`config.mk`:
```
export PLATFORM = sky130hd
export DESIGN_NAME = calendar_clock_tick_flat
export DESIGN_NICKNAME = d
export VERILOG_FILES = /design/src/cct_pkg.sv /design/src/cct_stream_if.sv /design/src/calendar_clock_tick.sv /design/src/cct_date_calc.sv /design/src/flat_wrapper.sv
export SDC_FILE = /design/constraint.sdc
export NUM_CORES = 1
export LEC_CHECK = 0
export BUFFER_PORTS_ARGS = -buffer_cell sky130_fd_sc_hd__buf_4
export CAP_MARGIN = 20
export CORE_AREA = 2 2 131 133
export CTS_BUF_LIST = sky130_fd_sc_hd__clkbuf_8
export DETAILED_ROUTE_END_ITERATION = 16
export DIE_AREA = 0 0 133 135
export PLACE_DENSITY = 0.65
export SLEW_MARGIN = 5
export SYNTH_ARGS = -nofsm -noshare
export SYNTH_HDL_FRONTEND = slang
export SYNTH_HIERARCHICAL = 1
export SYNTH_SLANG_ARGS = --single-unit
```
`constraint.sdc`:
```
create_clock -name i_clk -period 4.8 [get_ports i_clk]
set_clock_uncertainty 0.15 [all_clocks]
set_input_delay 0.96 -clock i_clk [delete_from_list [all_inputs] [get_ports i_clk]]
set_output_delay 0.96 -clock i_clk [all_outputs]
set_load 0.03 [all_outputs]
```
`src/cct_pkg.sv`:
```
package cct_pkg;

    // command codes
    localparam logic CMD_TICK = 1'b0;
    localparam logic CMD_LOAD = 1'b1;

    // configuration register indexes
    localparam logic [1:0] CFG_YEAR_LOW      = 2'd0;
    localparam logic [1:0] CFG_YEAR_HIGH     = 2'd1;
    localparam logic [1:0] CFG_YEAR_FALLBACK = 2'd2;

    localparam logic [11:0] YEAR_LOW_RST      = 12'd1920;
    localparam logic [11:0] YEAR_HIGH_RST     = 12'd2019;
    localparam logic [11:0] YEAR_FALLBACK_RST = 12'd2011;

    localparam logic [5:0] SEC_MAX   = 6'd59;
    localparam logic [5:0] MIN_MAX   = 6'd59;
    localparam logic [4:0] HOUR_MAX  = 5'd23;
    localparam logic [3:0] MONTH_MAX = 4'd12;
    localparam logic [3:0] MONTH_FEB = 4'd2;

    typedef struct packed {
        logic        command;
        logic [3:0]  load_month;
        logic [4:0]  load_day;
        logic [11:0] load_year;
        logic [4:0]  load_hour;
        logic [5:0]  load_minute;
        logic [5:0]  load_second;
    } t_cmd_beat;

    typedef struct packed {
        logic [5:0]  cur_second;
        logic [5:0]  cur_minute;
        logic [4:0]  cur_hour;
        logic [4:0]  cur_day;
        logic [3:0]  cur_month;
        logic [11:0] cur_year;
        logic        corrected;
    } t_res_beat;

    // calendar state
    typedef struct packed {
        logic [5:0]  second;
        logic [5:0]  minute;
        logic [4:0]  hour;
        logic [4:0]  day;
        logic [3:0]  month;
        logic [11:0] year;
    } t_cal;

    // year window registers
    typedef struct packed {
        logic [11:0] low;
        logic [11:0] high;
        logic [11:0] fallback;
    } t_year_win;

    // 4/100/400 rule without a divider: with z = y/4, z is a multiple of 25
    // exactly when z*41 mod 1024 lands in 0..40 (41 is the inverse of 25).
    function automatic logic is_leap(input logic [11:0] y);
        logic [9:0] z;
        logic [9:0] p;
        logic       div25;
        z     = y[11:2];
        p     = 10'(z * 10'd41);
        div25 = (p <= 10'd40);
        return (y[1:0] == 2'b00) && (!div25 || (z[1:0] == 2'b00));
    endfunction

    // days in month, 0 for a month code outside 1..12
    function automatic logic [4:0] month_days(input logic [3:0] m, input logic leap);
        logic [4:0] d;
        case (m)
            4'd1, 4'd3, 4'd5, 4'd7, 4'd8, 4'd10, 4'd12: d = 5'd31;
            4'd4, 4'd6, 4'd9, 4'd11:                    d = 5'd30;
            4'd2:                                       d = leap ? 5'd29 : 5'd28;
            default:                                    d = 5'd0;
        endcase
        return d;
    endfunction

    function automatic logic day_ok(input logic [5:0] d, input logic [3:0] m,
                                    input logic [11:0] y);
        logic [4:0] lim;
        lim = month_days(m, is_leap(y));
        return (d != 6'd0) && (d <= {1'b0, lim});
    endfunction

    function automatic logic year_in_win(input logic [12:0] y, input t_year_win w);
        return (y >= {1'b0, w.low}) && (y <= {1'b0, w.high});
    endfunction

endpackage

```
`src/cct_stream_if.sv`:
```
interface cct_stream_if #(
    parameter type t_payload = logic
);
    logic     valid;
    logic     ready;
    t_payload payload;

    modport source (output valid, output payload, input ready);
    modport sink   (input valid, input payload, output ready);
endinterface

```
`src/calendar_clock_tick.sv`:
```
// Channel   Dir  Payload           Notes
// i_cmd     in   cct_pkg::t_cmd_beat  tick (command 0) or load (command 1)
// o_res     out  cct_pkg::t_res_beat  calendar after the beat, corrected flag
// i_cfg_*   in   2-bit index, 12 bits year_low / year_high / year_fallback
//
// One beat per cycle sustained while o_res.ready is high; a beat passes the input
// register, then the date logic into the result register, which drives o_res.valid.
// The calendar registers update when a beat leaves the input register.
// Stalls: o_res.ready low holds the result; the input register still takes one
// more beat, then i_cmd.ready drops until the result drains.
// Reset (sync, active low): 00:00:00, January 1, 2011; window 1920..2019, fallback 2011.
module calendar_clock_tick (
    input  logic                 i_clk,
    input  logic                 i_rst_n,
    cct_stream_if.sink           i_cmd,
    cct_stream_if.source         o_res,
    input  logic                 i_cfg_we,
    input  logic [1:0]           i_cfg_idx,
    input  logic [11:0]          i_cfg_data
);

    // input stage
    logic               r_in_vld;
    cct_pkg::t_cmd_beat r_in;
    // result stage
    logic               r_out_vld;
    cct_pkg::t_res_beat r_out;
    // calendar and window
    cct_pkg::t_cal      r_cal;
    cct_pkg::t_year_win r_win;

    cct_pkg::t_cal      n_cal;
    logic               n_corr;
    logic               w_adv;
    logic               w_take;

    // input beat moves to the result stage when that stage is free or draining
    assign w_adv  = r_in_vld && (!r_out_vld || o_res.ready);
    assign w_take = i_cmd.valid && i_cmd.ready;

    assign i_cmd.ready   = !r_in_vld || w_adv;
    assign o_res.valid   = r_out_vld;
    assign o_res.payload = r_out;

    cct_date_calc u_calc (
        .i_cmd  (r_in),
        .i_cal  (r_cal),
        .i_win  (r_win),
        .o_cal  (n_cal),
        .o_corr (n_corr)
    );

    always_ff @(posedge i_clk) begin
        if (!i_rst_n) begin
            r_in_vld       <= 1'b0;
            r_out_vld      <= 1'b0;
            r_cal.second   <= 6'd0;
            r_cal.minute   <= 6'd0;
            r_cal.hour     <= 5'd0;
            r_cal.day      <= 5'd1;
            r_cal.month    <= 4'd1;
            r_cal.year     <= cct_pkg::YEAR_FALLBACK_RST;
            r_win.low      <= cct_pkg::YEAR_LOW_RST;
            r_win.high     <= cct_pkg::YEAR_HIGH_RST;
            r_win.fallback <= cct_pkg::YEAR_FALLBACK_RST;
        end else begin
            if (w_take) begin
                r_in_vld <= 1'b1;
            end else if (w_adv) begin
                r_in_vld <= 1'b0;
            end

            if (w_adv) begin
                r_out_vld <= 1'b1;
                r_cal     <= n_cal;
            end else if (o_res.ready) begin
                r_out_vld <= 1'b0;
            end

            // the user must let config arrive only while idle; the block does not enforce it; unknown index is dropped
            if (i_cfg_we) begin
                case (i_cfg_idx)
                    cct_pkg::CFG_YEAR_LOW:      r_win.low      <= i_cfg_data;
                    cct_pkg::CFG_YEAR_HIGH:     r_win.high     <= i_cfg_data;
                    cct_pkg::CFG_YEAR_FALLBACK: r_win.fallback <= i_cfg_data;
                    default: ;
                endcase
            end
        end
    end

    // payload registers, no reset
    always_ff @(posedge i_clk) begin
        if (w_take) begin
            r_in <= i_cmd.payload;
        end
        if (w_adv) begin
            r_out.cur_second <= n_cal.second;
            r_out.cur_minute <= n_cal.minute;
            r_out.cur_hour   <= n_cal.hour;
            r_out.cur_day    <= n_cal.day;
            r_out.cur_month  <= n_cal.month;
            r_out.cur_year   <= n_cal.year;
            r_out.corrected  <= n_corr;
        end
    end

    a_month_range: assert property (@(posedge i_clk) disable iff (!i_rst_n)
        r_cal.month >= 4'd1 && r_cal.month <= cct_pkg::MONTH_MAX)
        else $error("month out of range");

    a_time_range: assert property (@(posedge i_clk) disable iff (!i_rst_n)
        r_cal.second <= cct_pkg::SEC_MAX && r_cal.minute <= cct_pkg::MIN_MAX &&
        r_cal.hour <= cct_pkg::HOUR_MAX)
        else $error("time of day out of range");

    a_day_nonzero: assert property (@(posedge i_clk) disable iff (!i_rst_n)
        r_cal.day != 5'd0)
        else $error("day is zero");

    // a tick only corrects on a year rollover, i.e. at midnight, January 1
    a_tick_corr: assert property (@(posedge i_clk) disable iff (!i_rst_n)
        w_adv && r_in.command == cct_pkg::CMD_TICK && n_corr |->
        n_cal.month == 4'd1 && n_cal.day == 5'd1 && n_cal.hour == 5'd0)
        else $error("tick corrected outside year rollover");

    a_res_matches_cal: assert property (@(posedge i_clk) disable iff (!i_rst_n)
        w_adv |=> r_out_vld && r_out.cur_year == r_cal.year &&
        r_out.cur_day == r_cal.day && r_out.cur_second == r_cal.second)
        else $error("result beat differs from calendar state");

endmodule

```
`src/cct_date_calc.sv`:
```
// Next calendar state for one beat: tick carry chain or checked load.
module cct_date_calc (
    input  cct_pkg::t_cmd_beat i_cmd,
    input  cct_pkg::t_cal      i_cal,
    input  cct_pkg::t_year_win i_win,
    output cct_pkg::t_cal      o_cal,
    output logic               o_corr
);

    logic [5:0]  w_day_inc;
    logic [12:0] w_year_inc;
    logic [12:0] w_load_year;

    assign w_day_inc   = {1'b0, i_cal.day} + 6'd1;
    assign w_year_inc  = {1'b0, i_cal.year} + 13'd1;
    assign w_load_year = {1'b0, i_cmd.load_year};

    always_comb begin
        o_cal  = i_cal;
        o_corr = 1'b0;
        if (i_cmd.command == cct_pkg::CMD_LOAD) begin
            // month first, then year, then day against both
            if (i_cmd.load_month >= 4'd1 && i_cmd.load_month <= cct_pkg::MONTH_MAX) begin
                o_cal.month = i_cmd.load_month;
            end else begin
                o_cal.month = 4'd1;
                o_corr      = 1'b1;
            end
            if (cct_pkg::year_in_win(w_load_year, i_win)) begin
                o_cal.year = i_cmd.load_year;
            end else begin
                o_cal.year = i_win.fallback;
                o_corr     = 1'b1;
            end
            if (cct_pkg::day_ok({1'b0, i_cmd.load_day}, o_cal.month, o_cal.year)) begin
                o_cal.day = i_cmd.load_day;
            end else begin
                o_cal.day = 5'd1;
                o_corr    = 1'b1;
            end
            if (i_cmd.load_hour <= cct_pkg::HOUR_MAX) begin
                o_cal.hour = i_cmd.load_hour;
            end else begin
                o_cal.hour = 5'd0;
                o_corr     = 1'b1;
            end
            if (i_cmd.load_minute <= cct_pkg::MIN_MAX) begin
                o_cal.minute = i_cmd.load_minute;
            end else begin
                o_cal.minute = 6'd0;
                o_corr       = 1'b1;
            end
            if (i_cmd.load_second <= cct_pkg::SEC_MAX) begin
                o_cal.second = i_cmd.load_second;
            end else begin
                o_cal.second = 6'd0;
                o_corr       = 1'b1;
            end
        end else begin
            if (i_cal.second < cct_pkg::SEC_MAX) begin
                o_cal.second = i_cal.second + 6'd1;
            end else begin
                o_cal.second = 6'd0;
                if (i_cal.minute < cct_pkg::MIN_MAX) begin
                    o_cal.minute = i_cal.minute + 6'd1;
                end else begin
                    o_cal.minute = 6'd0;
                    if (i_cal.hour < cct_pkg::HOUR_MAX) begin
                        o_cal.hour = i_cal.hour + 5'd1;
                    end else begin
                        o_cal.hour = 5'd0;
                        if (cct_pkg::day_ok(w_day_inc, i_cal.month, i_cal.year)) begin
                            o_cal.day = w_day_inc[4:0];
                        end else begin
                            o_cal.day = 5'd1;
                            if (i_cal.month < cct_pkg::MONTH_MAX) begin
                                o_cal.month = i_cal.month + 4'd1;
                            end else begin
                                o_cal.month = 4'd1;
                                // 4095 rolls to 4096, always out of window
                                if (cct_pkg::year_in_win(w_year_inc, i_win)) begin
                                    o_cal.year = w_year_inc[11:0];
                                end else begin
                                    o_cal.year = i_win.fallback;
                                    o_corr     = 1'b1;
                                end
                            end
                        end
                    end
                end
            end
        end
    end

endmodule
```
`src/flat_wrapper.sv`:
```
// flat-port wrapper written by rule: the top's interface ports become plain ports
module calendar_clock_tick_flat 
  (i_clk, i_rst_n, i_cfg_we, i_cfg_idx, i_cfg_data, i_cmd_valid, i_cmd_payload, i_cmd_ready, o_res_valid, o_res_payload, o_res_ready);
  cct_stream_if i_cmd_i ();
  cct_stream_if o_res_i ();
  input  logic i_clk;
  input  logic i_rst_n;
  input  logic i_cfg_we;
  input  logic [1:0] i_cfg_idx;
  input  logic [11:0] i_cfg_data;
  input wire logic [$bits(i_cmd_i.valid)-1:0] i_cmd_valid;
  input wire logic [$bits(i_cmd_i.payload)-1:0] i_cmd_payload;
  output wire logic [$bits(i_cmd_i.ready)-1:0] i_cmd_ready;
  output wire logic [$bits(o_res_i.valid)-1:0] o_res_valid;
  output wire logic [$bits(o_res_i.payload)-1:0] o_res_payload;
  input wire logic [$bits(o_res_i.ready)-1:0] o_res_ready;
  assign i_cmd_i.valid = i_cmd_valid;
  assign i_cmd_i.payload = i_cmd_payload;
  assign i_cmd_ready = i_cmd_i.ready;
  assign o_res_valid = o_res_i.valid;
  assign o_res_payload = o_res_i.payload;
  assign o_res_i.ready = o_res_ready;
  calendar_clock_tick u_core (.i_clk(i_clk), .i_rst_n(i_rst_n), .i_cmd(i_cmd_i), .o_res(o_res_i), .i_cfg_we(i_cfg_we), .i_cfg_idx(i_cfg_idx), .i_cfg_data(i_cfg_data));
endmodule
```
==> summary.md <==
| Metric | Value |
|---|---|
| Status | finished, final reports clean |
| Top FF cell, synth | dfxtp_1 |
| Worst slack, placed | -0.197 ns |
| Placed instance count | 1235 |
| Antenna diodes | 0 |
| Slew HR | 40.0% |
| Total CTS buffers | 9 |
| LEAKAGE | a little under 4 nW |
| Post-Synthesis Cells | roughly 900 |
| Post-Layout Cell Count | 1252 |
| Post-DRT Antenna Nets | 0 |
| First-pass DRT Iterations | 5 |
| First-pass GRT wire length | about 30000 µm |
| WHS Path Cells | 2 |
| Peak VDD IR | 0.177 mV |
| Post-synthesis sequential area ratio | between 20% and 30% |
| CP Launch Type | register |
| Final worst slack | 0.220 ns |
| Fmax | approximately 0.22 GHz |
| Max FO, Critical Path | 4 |
| CORE AREA | 16400 µm² |
| Final Hold Viols | 0 |
| FILL cells | 1621 |
| CTS tree | done |
| # port buffers | 22 |
| WHS | 0.310 ns |
| Clk root buf | clkbuf_8 |
| Cell area after synthesis | 7330 µm² |
| Pwr Total | 2.19 mW |
| Most common cell in the netlist | nand2_1 |
| Synth warnings | 6 |
| Total gr overflow | 0 |
| Crit path required time | just under 5 ns |
| Max-Cap Viols | 0 |
| Number of synthesized flops with an enable pin | 2 |
| Yosys reg bits | 78 |
| Clk sinks | 78 |
| DP Area | 8130 µm² |
| Post-synth top cells | nand2_1 (138), ha_1 (101), dfxtp_1 (76) |
| Part of the cycle the worst path needs | 95.4% |
| Initial drt markers | 411 |
| Crit end category | register |
| Final slew viol count | 0 |
| Seq. cell area | 1590 µm² |
| Critical path class | register to register |
| Post-synth ARST share | 0% |
| Full die area | 18000 µm² |
| WL final | ~18000 µm |
| Detailed-placement wirelength estimate | between 10000 and 15000 µm |
| GRT Total Usage | 20.8% |
| Die Width | 133 µm |
| Top cells by area, synth | dfxtp_1 (21%), ha_1 (17%), nand2_1 (7.1%) |
| Yosys top cell by area | dfxtp_1 |
| # rows | 47 |
| Per-cell routed wire length | 14.6 µm |
| Share of Yosys cell area claimed by the top area cell type | 20.7% |
| Clock Latency Late Sink | 0.37 ns |
| Reg clk slew, reported paths | 0.08 ns |
| Vias in the first global route | ~6k |
| RSZ-0062 raised after global routing | true |
| Worst path arrival time | 4.70 ns |
| PwrDens | 258 nW/µm² |
| Htree depth | 3 |
| R2R depth | 22 |
| Endpoints failing setup | 0 |
| Initial Util | 44.7% |
| Mapped Avg Cell Area | 8.04 µm² |
| Drt via density | 5.27 |
| Min Clock Period, post-route | approximately 4.6 ns |
| Initial antenna violation count | 0 |
| Synth cell types | between 80 and 90 |
| Design area | between 8000 and 9000 µm² |
| Area growth, synth to finish | 15.9% |
| Worst-margin pin slew | 0.899 ns |
| Nets | 1156 |
| Hold Crit Class | register to register |
| GP Congestion | 0.887 |
| Die Y | approximately 140 µm |
| Layout cells sized above 1 | about a tenth |
| Pin count of the biggest net entering global routing | 83 |
| Residual DRC | 0 |
| Routed vias | 6599 |
| Area used by multi-input combinational logic | just under 6000 µm² |
| Top Ports | 23 |
| Max Root-Sink Buffers | 2 |
==> critical path, stage by stage, from the launching register on <==
cell and delay (ns):
dfxtp_2 0.33, ha_1 0.27, inv_1 0.05, fa_1 0.50, inv_2 0.05, ha_4 0.24, ha_1 0.28, a21o_1 0.19
a21oi_2 0.14, xor2_1 0.20, nand4_1 0.11, a41o_1 0.19, ha_1 0.26, and4_1 0.16, a21oi_2 0.12, o31a_1 0.20
o2111a_2 0.27, buf_6 0.13, nor2_1 0.04, a311oi_1 0.17, o21bai_1 0.14, inv_1 0.07, o311ai_2 0.23
==> power breakdown <==
| part | internal, mW | switching (mW) |
|---|---|---|
| clock network | 0.344 | 0.268 |
| logic | 0.388 | 0.481 |
| registers | 0.680 | 0.0300 |
| total | 1.41 | 0.778 |
==> cell families after synthesis <==
family | after synthesis | share of synthesized area, %
flops | 78 | 21.6
compound gates | 211 | 19.5
simple gates | 311 | 21.1
other cells | 2 | 0.102
xor+xnor | 37 | 4.42
mux | 55 | 7.74
fa+ha+maj | 109 | 19.4
buf+inv | 109 | 6.09
==> what timing repair did <==
item | in CTS | in global routing
buffers inserted | 1 | 0
endpoints found under the hold margin | 0 | 0
pin swaps | 0 | 14
setup endpoints to repair | 12 | 18
hold buffers | 0 | 0
resized for setup | 5 | 22
==> worst paths after layout <==
kind | startpoint | endpoint | slack, ns
setup reg to reg | u_core/r_cal[3]$_SDFFE_PN1P_ | u_core/r_cal[0]$_SDFFE_PN1P_ | 0.22
hold reg to reg | u_core/r_win[28]$_SDFFE_PN0P_ | u_core/r_win[28]$_SDFFE_PN0P_ | 0.31
hold / removal | u_core/r_win[28]$_SDFFE_PN0P_ | u_core/r_win[28]$_SDFFE_PN0P_ | 0.31
setup / recovery | u_core/r_cal[3]$_SDFFE_PN1P_ | u_core/r_cal[0]$_SDFFE_PN1P_ | 0.22
==> layout by cell type (no fill, tap or decap), types with 24 or more instances in the layout <==
cell type | Yosys | layout
nand2_1 | 138 | 138
conb_1 | 2 | 104
ha_1 | 101 | 95
dfxtp_1 | 76 | 72
inv_1 | 67 | 68
o21ai_0 | 54 | 53
nand3_1 | 52 | 52
buf_4 | 0 | 43
mux2i_1 | 41 | 41
a21oi_1 | 41 | 38
nor2_1 | 30 | 29
xnor2_1 | 24 | 24
==> state kept, by name, indices dropped and copies added, names as in the netlist <==
register and flops:
u_core/o_res.payload 1, u_core/r_in_vld 1, u_core/r_in 1, u_core/r_win 36, u_core/r_cal 38, u_core/o_res.valid 1
==> metal layers <==
layer	vias up	share of wire [%]	GRT usage (%)	wire length, µm
met5	-	0	0	0
met4	0	1.5	6.33	273
met3	21	3.8	2.70	695
met2	115	45	32.3	8130
met1	3050	50	30.2	9160
li1	3413	-	-	-
==> area by class of cell <==
type / count / area share [%]
timing repair buffer: 44 / 3.93
tap: 220 / 3.24
clock buffer: 9 / 1.46
inverter: 67 / 2.96
clock inverter: 7 / 1.35
sequential: 78 / 18.7
multi-input combinational: 827 / 68.4
==> per-stage QoR <==
stage               TNS (ns)  util (%)
finish                     0      51.8
global route          -0.206      51.8
CTS                        0      51.2
detailed placement     -1.56      49.6
global placement      -0.946      49.6
floorplan                  0         -
Power figures use the tool's default switching activity.
